[src/rtl/assert_macros.svh]
// assertion macros used by the top-level color parser
// no dependencies; assertions are compiled out when SYNTHESIS is defined
`ifndef ASSERT_MACROS_SVH
`define ASSERT_MACROS_SVH
`ifndef SYNTHESIS
`define ASSERT_CLK(lbl, clk, rstn, prop) \
    lbl: assert property (@(posedge clk) disable iff (!rstn) prop) \
        else $error("assertion lbl failed");
`define ASSERT_NEVER(lbl, clk, rstn, cond) \
    `ASSERT_CLK(lbl, clk, rstn, !(cond))
`else
`define ASSERT_CLK(lbl, clk, rstn, prop)
`define ASSERT_NEVER(lbl, clk, rstn, cond)
`endif
`endif

[src/rtl/asgr_pkg.sv]
// types, character codes and the sgr parameter decode for the color parser
// no dependencies
package asgr_pkg;

    localparam logic [7:0] CHR_ESC   = 8'd27;
    localparam logic [7:0] CHR_LBRKT = 8'h5B;
    localparam logic [7:0] CHR_SEMI  = 8'h3B;
    localparam logic [7:0] CHR_M     = 8'h6D;
    localparam logic [7:0] CHR_NUL   = 8'h00;
    localparam logic [7:0] CHR_D0    = 8'h30;
    localparam logic [7:0] CHR_D9    = 8'h39;

    localparam logic [3:0] FG_DEFAULT = 4'd15;
    localparam logic [3:0] BG_DEFAULT = 4'd0;
    localparam logic [3:0] BRIGHT_MASK = 4'h8;
    localparam logic [2:0] LOW_DEFAULT = 3'h7;

    localparam logic [7:0] SGR_RESET     = 8'd0;
    localparam logic [7:0] SGR_BRIGHT    = 8'd1;
    localparam logic [7:0] SGR_NO_BRIGHT = 8'd11;
    localparam logic [7:0] SGR_FG_BASE   = 8'd30;
    localparam logic [7:0] SGR_FG_LAST   = 8'd37;
    localparam logic [7:0] SGR_FG_DEF    = 8'd39;
    localparam logic [7:0] SGR_BG_BASE   = 8'd40;
    localparam logic [7:0] SGR_BG_LAST   = 8'd47;
    localparam logic [7:0] SGR_BG_DEF    = 8'd49;

    localparam logic [7:0] PARAM_MAX = 8'd255;

    typedef enum logic [1:0] {
        PH_TEXT  = 2'd0,
        PH_ESC   = 2'd1,
        PH_PARAM = 2'd2
    } phase_t;

    typedef struct packed {
        logic [3:0] fg;
        logic [3:0] bg;
    } color_t;

    typedef struct packed {
        phase_t     phase;
        logic [7:0] value;
        logic       closed;
        color_t     color;
    } sgr_state_t;

    // apply one sgr parameter to the current colors
    function automatic color_t apply_sgr(logic [7:0] v, color_t c);
        color_t     r;
        logic [7:0] d_fg;
        logic [7:0] d_bg;
        r    = c;
        d_fg = v - SGR_FG_BASE;
        d_bg = v - SGR_BG_BASE;
        if (v == SGR_RESET)
        begin
            r.fg = FG_DEFAULT;
            r.bg = BG_DEFAULT;
        end
        else if (v == SGR_BRIGHT)
        begin
            r.fg = c.fg | BRIGHT_MASK;
        end
        else if (v == SGR_NO_BRIGHT)
        begin
            r.fg = c.fg & ~BRIGHT_MASK;
        end
        else if (v >= SGR_FG_BASE && v <= SGR_FG_LAST)
        begin
            r.fg = {c.fg[3], d_fg[2:0]};
        end
        else if (v == SGR_FG_DEF)
        begin
            r.fg = {c.fg[3], LOW_DEFAULT};
        end
        else if (v >= SGR_BG_BASE && v <= SGR_BG_LAST)
        begin
            r.bg = {c.bg[3], d_bg[2:0]};
        end
        else if (v == SGR_BG_DEF)
        begin
            r.bg = {c.bg[3], LOW_DEFAULT};
        end
        return r;
    endfunction

endpackage

[src/rtl/asgr_in_stage.sv]
// input register of the color parser: holds one word until the step logic takes it
// depends on nothing but the port list
module asgr_in_stage
(
    input  logic       clk,
    input  logic       rst_n,
    input  logic       in_valid,
    output logic       in_stall,
    input  logic [7:0] in_byte,
    input  logic       take,
    output logic       hold_valid,
    output logic [7:0] hold_byte
);

    logic       valid_reg;
    logic       valid_next;
    logic [7:0] byte_reg;
    logic       accept;

    // stall while a held word is not being taken
    assign in_stall = valid_reg && !take;
    assign accept   = in_valid && !in_stall;

    always_comb
    begin
        valid_next = valid_reg;
        if (accept)
        begin
            valid_next = 1'b1;
        end
        else if (take)
        begin
            valid_next = 1'b0;
        end
    end

    always_ff @(posedge clk or negedge rst_n)
    begin
        if (!rst_n)
        begin
            valid_reg <= 1'b0;
        end
        else
        begin
            valid_reg <= valid_next;
        end
    end

    // payload, no reset
    always_ff @(posedge clk)
    begin
        if (accept)
        begin
            byte_reg <= in_byte;
        end
    end

    assign hold_valid = valid_reg;
    assign hold_byte  = byte_reg;

endmodule

[src/rtl/asgr_step.sv]
// per-byte parser step: next phase, parameter build and color update
// depends on asgr_pkg
module asgr_step
(
    input  logic [7:0]          in_byte,
    input  asgr_pkg::sgr_state_t cur,
    output asgr_pkg::sgr_state_t nxt,
    output logic                text
);

    logic        is_nul;
    logic        is_digit;
    logic        is_semi;
    logic        is_m;
    logic        is_esc;
    logic        is_lbrkt;
    logic [11:0] prod;
    logic [7:0]  value_acc;
    asgr_pkg::color_t applied;
    asgr_pkg::phase_t phase_next;

    // byte classes
    assign is_nul   = (in_byte == asgr_pkg::CHR_NUL);
    assign is_digit = (in_byte >= asgr_pkg::CHR_D0) && (in_byte <= asgr_pkg::CHR_D9);
    assign is_semi  = (in_byte == asgr_pkg::CHR_SEMI);
    assign is_m     = (in_byte == asgr_pkg::CHR_M);
    assign is_esc   = (in_byte == asgr_pkg::CHR_ESC);
    assign is_lbrkt = (in_byte == asgr_pkg::CHR_LBRKT);

    // value * 10 + digit, saturating at 255; digit is the low nibble of '0'..'9'
    assign prod = ({4'd0, cur.value} << 3) + ({4'd0, cur.value} << 1)
                + {8'd0, in_byte[3:0]};
    assign value_acc = (prod[11:8] != 4'd0) ? asgr_pkg::PARAM_MAX : prod[7:0];

    assign applied = asgr_pkg::apply_sgr(cur.value, cur.color);

    // next phase
    always_comb
    begin
        phase_next = asgr_pkg::PH_TEXT;
        unique case (cur.phase)
            asgr_pkg::PH_ESC:
            begin
                if (is_lbrkt)
                begin
                    phase_next = asgr_pkg::PH_PARAM;
                end
                else if (is_esc)
                begin
                    phase_next = asgr_pkg::PH_ESC;
                end
            end
            asgr_pkg::PH_PARAM:
            begin
                if (!is_nul && !is_m)
                begin
                    phase_next = asgr_pkg::PH_PARAM;
                end
            end
            default:
            begin
                if (is_esc)
                begin
                    phase_next = asgr_pkg::PH_ESC;
                end
            end
        endcase
    end

    // parameter, colors and text flag
    always_comb
    begin
        nxt.phase  = phase_next;
        nxt.value  = cur.value;
        nxt.closed = cur.closed;
        nxt.color  = cur.color;
        text       = 1'b0;
        unique case (cur.phase)
            asgr_pkg::PH_ESC:
            begin
                if (is_lbrkt)
                begin
                    nxt.value  = 8'd0;
                    nxt.closed = 1'b0;
                end
                else
                begin
                    text = !is_esc;
                end
            end
            asgr_pkg::PH_PARAM:
            begin
                priority if (is_nul)
                begin
                    nxt.value  = 8'd0;
                    nxt.closed = 1'b0;
                end
                else if (is_digit)
                begin
                    if (!cur.closed)
                    begin
                        nxt.value = value_acc;
                    end
                end
                else if (is_semi || is_m)
                begin
                    nxt.color  = applied;
                    nxt.value  = 8'd0;
                    nxt.closed = 1'b0;
                end
                else
                begin
                    nxt.closed = 1'b1;
                end
            end
            default:
            begin
                text = !is_esc;
            end
        endcase
    end

endmodule

[src/rtl/ansi_sgr_color_parser.sv]
// ansi sgr color parser: bytes pass the input register, then the result register;
// throughput one byte per cycle while out_stall is low; the parse state and colors
// update in the same cycle the held word moves into the result register.
// reset: asynchronous active low; colors return to fg 15, bg 0, plain text,
// no word held. depends on asgr_pkg, asgr_in_stage, asgr_step, assert_macros.svh
`include "assert_macros.svh"

module ansi_sgr_color_parser
(
    input  logic       clk,
    input  logic       rst_n,
    input  logic       in_valid,
    output logic       in_stall,
    input  logic [7:0] in_byte,
    output logic       out_valid,
    input  logic       out_stall,
    output logic [7:0] out_byte,
    output logic       is_text,
    output logic [3:0] fg_color,
    output logic [3:0] bg_color
);

    logic                 hold_valid;
    logic [7:0]           hold_byte;
    logic                 take;
    logic                 text_next;
    asgr_pkg::sgr_state_t state_reg;
    asgr_pkg::sgr_state_t state_next;
    logic                 out_valid_reg;
    logic                 out_valid_next;
    logic [7:0]           out_byte_reg;
    logic                 is_text_reg;

    // held word moves on when the result register is empty or being drained
    assign take = hold_valid && (!out_valid_reg || !out_stall);

    asgr_in_stage u_in
    (
        .clk        (clk),
        .rst_n      (rst_n),
        .in_valid   (in_valid),
        .in_stall   (in_stall),
        .in_byte    (in_byte),
        .take       (take),
        .hold_valid (hold_valid),
        .hold_byte  (hold_byte)
    );

    asgr_step u_step
    (
        .in_byte (hold_byte),
        .cur     (state_reg),
        .nxt     (state_next),
        .text    (text_next)
    );

    assign out_valid_next = take || (out_valid_reg && out_stall);

    // parse state and output valid
    always_ff @(posedge clk or negedge rst_n)
    begin
        if (!rst_n)
        begin
            state_reg.phase    <= asgr_pkg::PH_TEXT;
            state_reg.value    <= 8'd0;
            state_reg.closed   <= 1'b0;
            state_reg.color.fg <= asgr_pkg::FG_DEFAULT;
            state_reg.color.bg <= asgr_pkg::BG_DEFAULT;
            out_valid_reg      <= 1'b0;
        end
        else
        begin
            if (take)
            begin
                state_reg <= state_next;
            end
            out_valid_reg <= out_valid_next;
        end
    end

    // result payload
    always_ff @(posedge clk)
    begin
        if (take)
        begin
            out_byte_reg <= hold_byte;
            is_text_reg  <= text_next;
        end
    end

    // colors only change when a word is loaded, so they track the result word
    assign out_valid = out_valid_reg;
    assign out_byte  = out_byte_reg;
    assign is_text   = is_text_reg;
    assign fg_color  = state_reg.color.fg;
    assign bg_color  = state_reg.color.bg;

    // bytes inside a parameter list are never display text
    `ASSERT_CLK(a_param_not_text, clk, rst_n,
        (take && state_reg.phase == asgr_pkg::PH_PARAM) |=> !is_text_reg)
    // parameter accumulator is clear outside a parameter list
    `ASSERT_CLK(a_param_clear, clk, rst_n,
        (state_reg.phase != asgr_pkg::PH_PARAM) |->
            (state_reg.value == 8'd0 && !state_reg.closed))
    // colors hold while no word moves
    `ASSERT_CLK(a_color_hold, clk, rst_n, !take |=> $stable(state_reg.color))
    // input stalls only while a word is held
    `ASSERT_NEVER(a_stall_empty, clk, rst_n, in_stall && !hold_valid)

endmodule
[config.mk]
export PLATFORM = sky130hd
export DESIGN_NAME = ansi_sgr_color_parser
export DESIGN_NICKNAME = d
export VERILOG_FILES = /design/src/rtl/asgr_pkg.sv /design/src/rtl/asgr_in_stage.sv /design/src/rtl/asgr_step.sv /design/src/rtl/ansi_sgr_color_parser.sv
export VERILOG_INCLUDE_DIRS = /design/src /design/src/rtl
export SDC_FILE = /design/constraint.sdc
export NUM_CORES = 1
export LEC_CHECK = 0
export ABC_AREA = 1
export CORE_UTILIZATION = 60
export CTS_CLUSTER_DIAMETER = 60
export DETAILED_ROUTE_END_ITERATION = 10
export DONT_BUFFER_PORTS = 1
export PLACE_DENSITY = 0.87
export SYNTH_ARGS = -nofsm -noshare
export SYNTH_HDL_FRONTEND = slang
export SYNTH_SLANG_ARGS = --single-unit
[constraint.sdc]
create_clock -name clk -period 2.88 [get_ports clk]
set_input_delay 0 -clock clk [delete_from_list [all_inputs] [get_ports clk]]
set_output_delay 0 -clock clk [all_outputs]
set_load 0.01 [all_outputs]
==> metrics.csv <==
metric;value;unit
syn avg cell area;8.34;µm²
Max Cap Violations;0;
ys flop type;edfxtp_1;
post-route design area;2850;µm²
RR Startpoint;u_in.hold_byte[3];
Post-synth EDFFs;17;
Tot Pwr;1.05;mW
initial antenna violation count;0;
top cells by area, synth;edfxtp_1 19%, dfrtp_1 15%, nand2_1 11%, ha_1 8.5%, inv_1 6.1%;
Slew HR;36.3;%
Slowest Stage Delay on Critical Path;0.60;ns
Final Hold Vio Count;0;
CTS resizes;0;
Worst Path Required;3.06;ns
Routed Antenna Nets;0;
critical path arrival;2.84;ns
Sequential Area;1020;µm²
Worst Path Max Fanout;8;
Final Net Count;359;
area of the multi-input gates;1340;µm²
Final Critical Period;2.66;ns
post-DR vias/cell;5.31;
synth warn;0;
internal reg-to-reg setup slack;0.22;ns
FMAX;376;MHz
Clk pin slew, worst setup/hold paths;0.08;ns
max reg flops;11;
post-synth top area share;19.4;%
Yosys top cell by area;edfxtp_1;
pwr dens;369;nW/µm²
clock skew;0.00562;ns
TritonCTS clock tree;built;
length of routed met3 wiring;265;µm
clock sinks;37;
FILL cells;319;
area delta synth->final;7.93;%
Clock Tree Buf Depth;2;
crit start category;flip-flop;
CTS HTree Levels;2;
Leakage Power;1.44;nW
Congestion Overflow GR;0;
GRT Total Usage;24.0;%
Synth Cell Area;2640;µm²
post-synth cell types;36;
Initial Utilization;64.1;%
Num CTS Buffers;5;
M1 wire length;2090;µm
Critical Path Sink Type;flip-flop;
die area;4660;µm²
Post-DP HPWL;3490;µm
highest routed layer;met4;
Max VDD drop;283;µV
critical path class;reg2reg;
vias in the first global route;1914;
Slowest cell on crit path;fa_1;
Clock Root Buffer;clkbuf_8;
sequential element share of the synthesized area;38.5;%
TNS Setup;0;ns
WL per Instance;13.0;µm
min-delay worst type;in2async;
RSZ-0062 raised after global routing;no;
routed length on met2;2490;µm
placed cell area;2650;µm²
Pins Over Slew Limit;0;
Post-synth ARST share;54.1;%
routed vias;2009;
share of cells above drive strength 1;20.4;%
most common cell after layout, fill and taps aside;nand2_1;
Tcrit/Tclk final;92.3;%
Finish-stage setup viols;0;
Tightest Pin Transition;0.952;ns
# IOs;31;
status;complete, no violations;
DRC;0;
Post-Syn Nets;348;
TritonRoute pass-1 iters;6;
pin count of the biggest net entering global routing;21;
postcts setup bufs;0;
R2R Path End;state_reg[15];
most common cell type on the critical path;nand2_1;
FP Rows;23;
first-pass GRT wire length;8160;µm
Die Y;68.3;µm
DRT iter0 DRCs;149;
core area;4120;µm²
WL final;4930;µm
CP cell instances;fa_1 > inv_1 > fa_1 > inv_1 > nand2_1 > nand2_2 > nand2_1 > nand3_1 > nand2_1 > nor2_2 > nand3_1 > nand2_1 > nand2_1;
Reg2Reg Depth;13;
ant diodes;0;
RD Place Congestion;0.875;
Synth Register Bits;37;
die width;68.3;µm
Buffers on Ports;0;
worst skew pair latency;0.29;ns
most frequent cells in the layout;78 x nand2_1, 43 x inv_1, 24 x nand3_1;
cell count after synthesis;316;
area by class of cell:
| cell class | count | share of cell area (%) |
|---|---|---|
| Multi-Input combinational cell | 213 | 47.1 |
| Sequential cell | 37 | 35.7 |
| Inverter | 57 | 7.52 |
| Timing Repair Buffer | 13 | 4.40 |
| Clock buffer | 5 | 2.42 |
| Tap cell | 50 | 2.20 |
| Clock inverter | 3 | 0.616 |
routing by layer:
metal  up-vias  global-route usage [%]
met3        11                    4.83
met2        63                    42.2
met4         0                    9.38
met5         -                       0
li1       1025                       -
met1       910                    28.4
worst max-delay path: cells and delay by family, from the launching register on:
kind / cells / cell delay (ns)
simple gates: 9 / 0.86
fa+ha+maj: 2 / 1.05
flops: 1 / 0.48
buf+inv: 2 / 0.15
cells in the mapped netlist, types with 2 or more instances:
| cell type | instances |
|---|---|
| ha_1 | 18 |
| edfxtp_1 | 17 |
| dfstp_2 | 4 |
| inv_1 | 43 |
| nor2_1 | 12 |
| o21ai_1 | 3 |
| xnor2_1 | 3 |
| nor3_1 | 2 |
| nor3_2 | 2 |
| o21ai_2 | 3 |
| nor2_4 | 3 |
| o21ai_0 | 15 |
| nand2_1 | 78 |
| nand4_1 | 6 |
| buf_4 | 8 |
| a21oi_1 | 6 |
| nor2_2 | 4 |
| nand3_1 | 24 |
| nand3_4 | 2 |
| dfrtp_1 | 16 |
| inv_2 | 14 |
| nand2_2 | 12 |
| fa_1 | 2 |
| nor2_8 | 3 |
| nand3_2 | 5 |
through the flow:
step	worst slack [ns]	instances	hold WS (ns)	util [%]
4_1_cts	0.239	378	0.328	69.1
5_1_grt	0.0305	378	0.337	69.1
2_1_floorplan	0.481	316	-0.296	-
3_3_place_gp	0.352	359	-0.295	64.4
6_report	0.222	378	0.299	69.1
3_5_place_dp	0.243	359	-0.295	64.4
timing repair:
action,4_1_cts,5_1_grt
setup endpoints to repair,0,0
endpoints found under the hold margin,30,0
hold buffers,11,0
how the worst max path moves through the flow:
stage,from,endpoint,cells past startpoint
after CTS,u_in.hold_byte[3],state_reg[15],13
after detailed placement,u_in.hold_byte[3],state_reg[15],13
after global routing,u_in.hold_byte[3],state_reg[13],13
after floorplan,u_in.hold_byte[3],state_reg[10],13
final,u_in.hold_byte[3],state_reg[15],13
after global placement,u_in.hold_byte[3],state_reg[9],13
power by group:
| group | leakage (nW) | internal [mW] | switching [mW] |
|---|---|---|---|
| clock | 0.0439 | 0.167 | 0.190 |
| sequential | 0.415 | 0.585 | 0.0254 |
| combinational | 0.985 | 0.0269 | 0.0542 |
| total | 1.44 | 0.779 | 0.270 |
logic make-up after synthesis:
| kind of cell | after synthesis | share of synthesized area, % |
|---|---|---|
| flip-flops | 37 | 38.5 |
| buffers and inverters | 66 | 10.6 |
| AND/OR/NAND/NOR | 156 | 32.0 |
| other | 1 | 0.142 |
| adder cells (fa/ha/maj) | 20 | 10.1 |
| XOR/XNOR | 4 | 1.33 |
| AO/OA/AOI/OAI | 32 | 7.31 |
No activity file was read; power rests on OpenSTA's default activity.
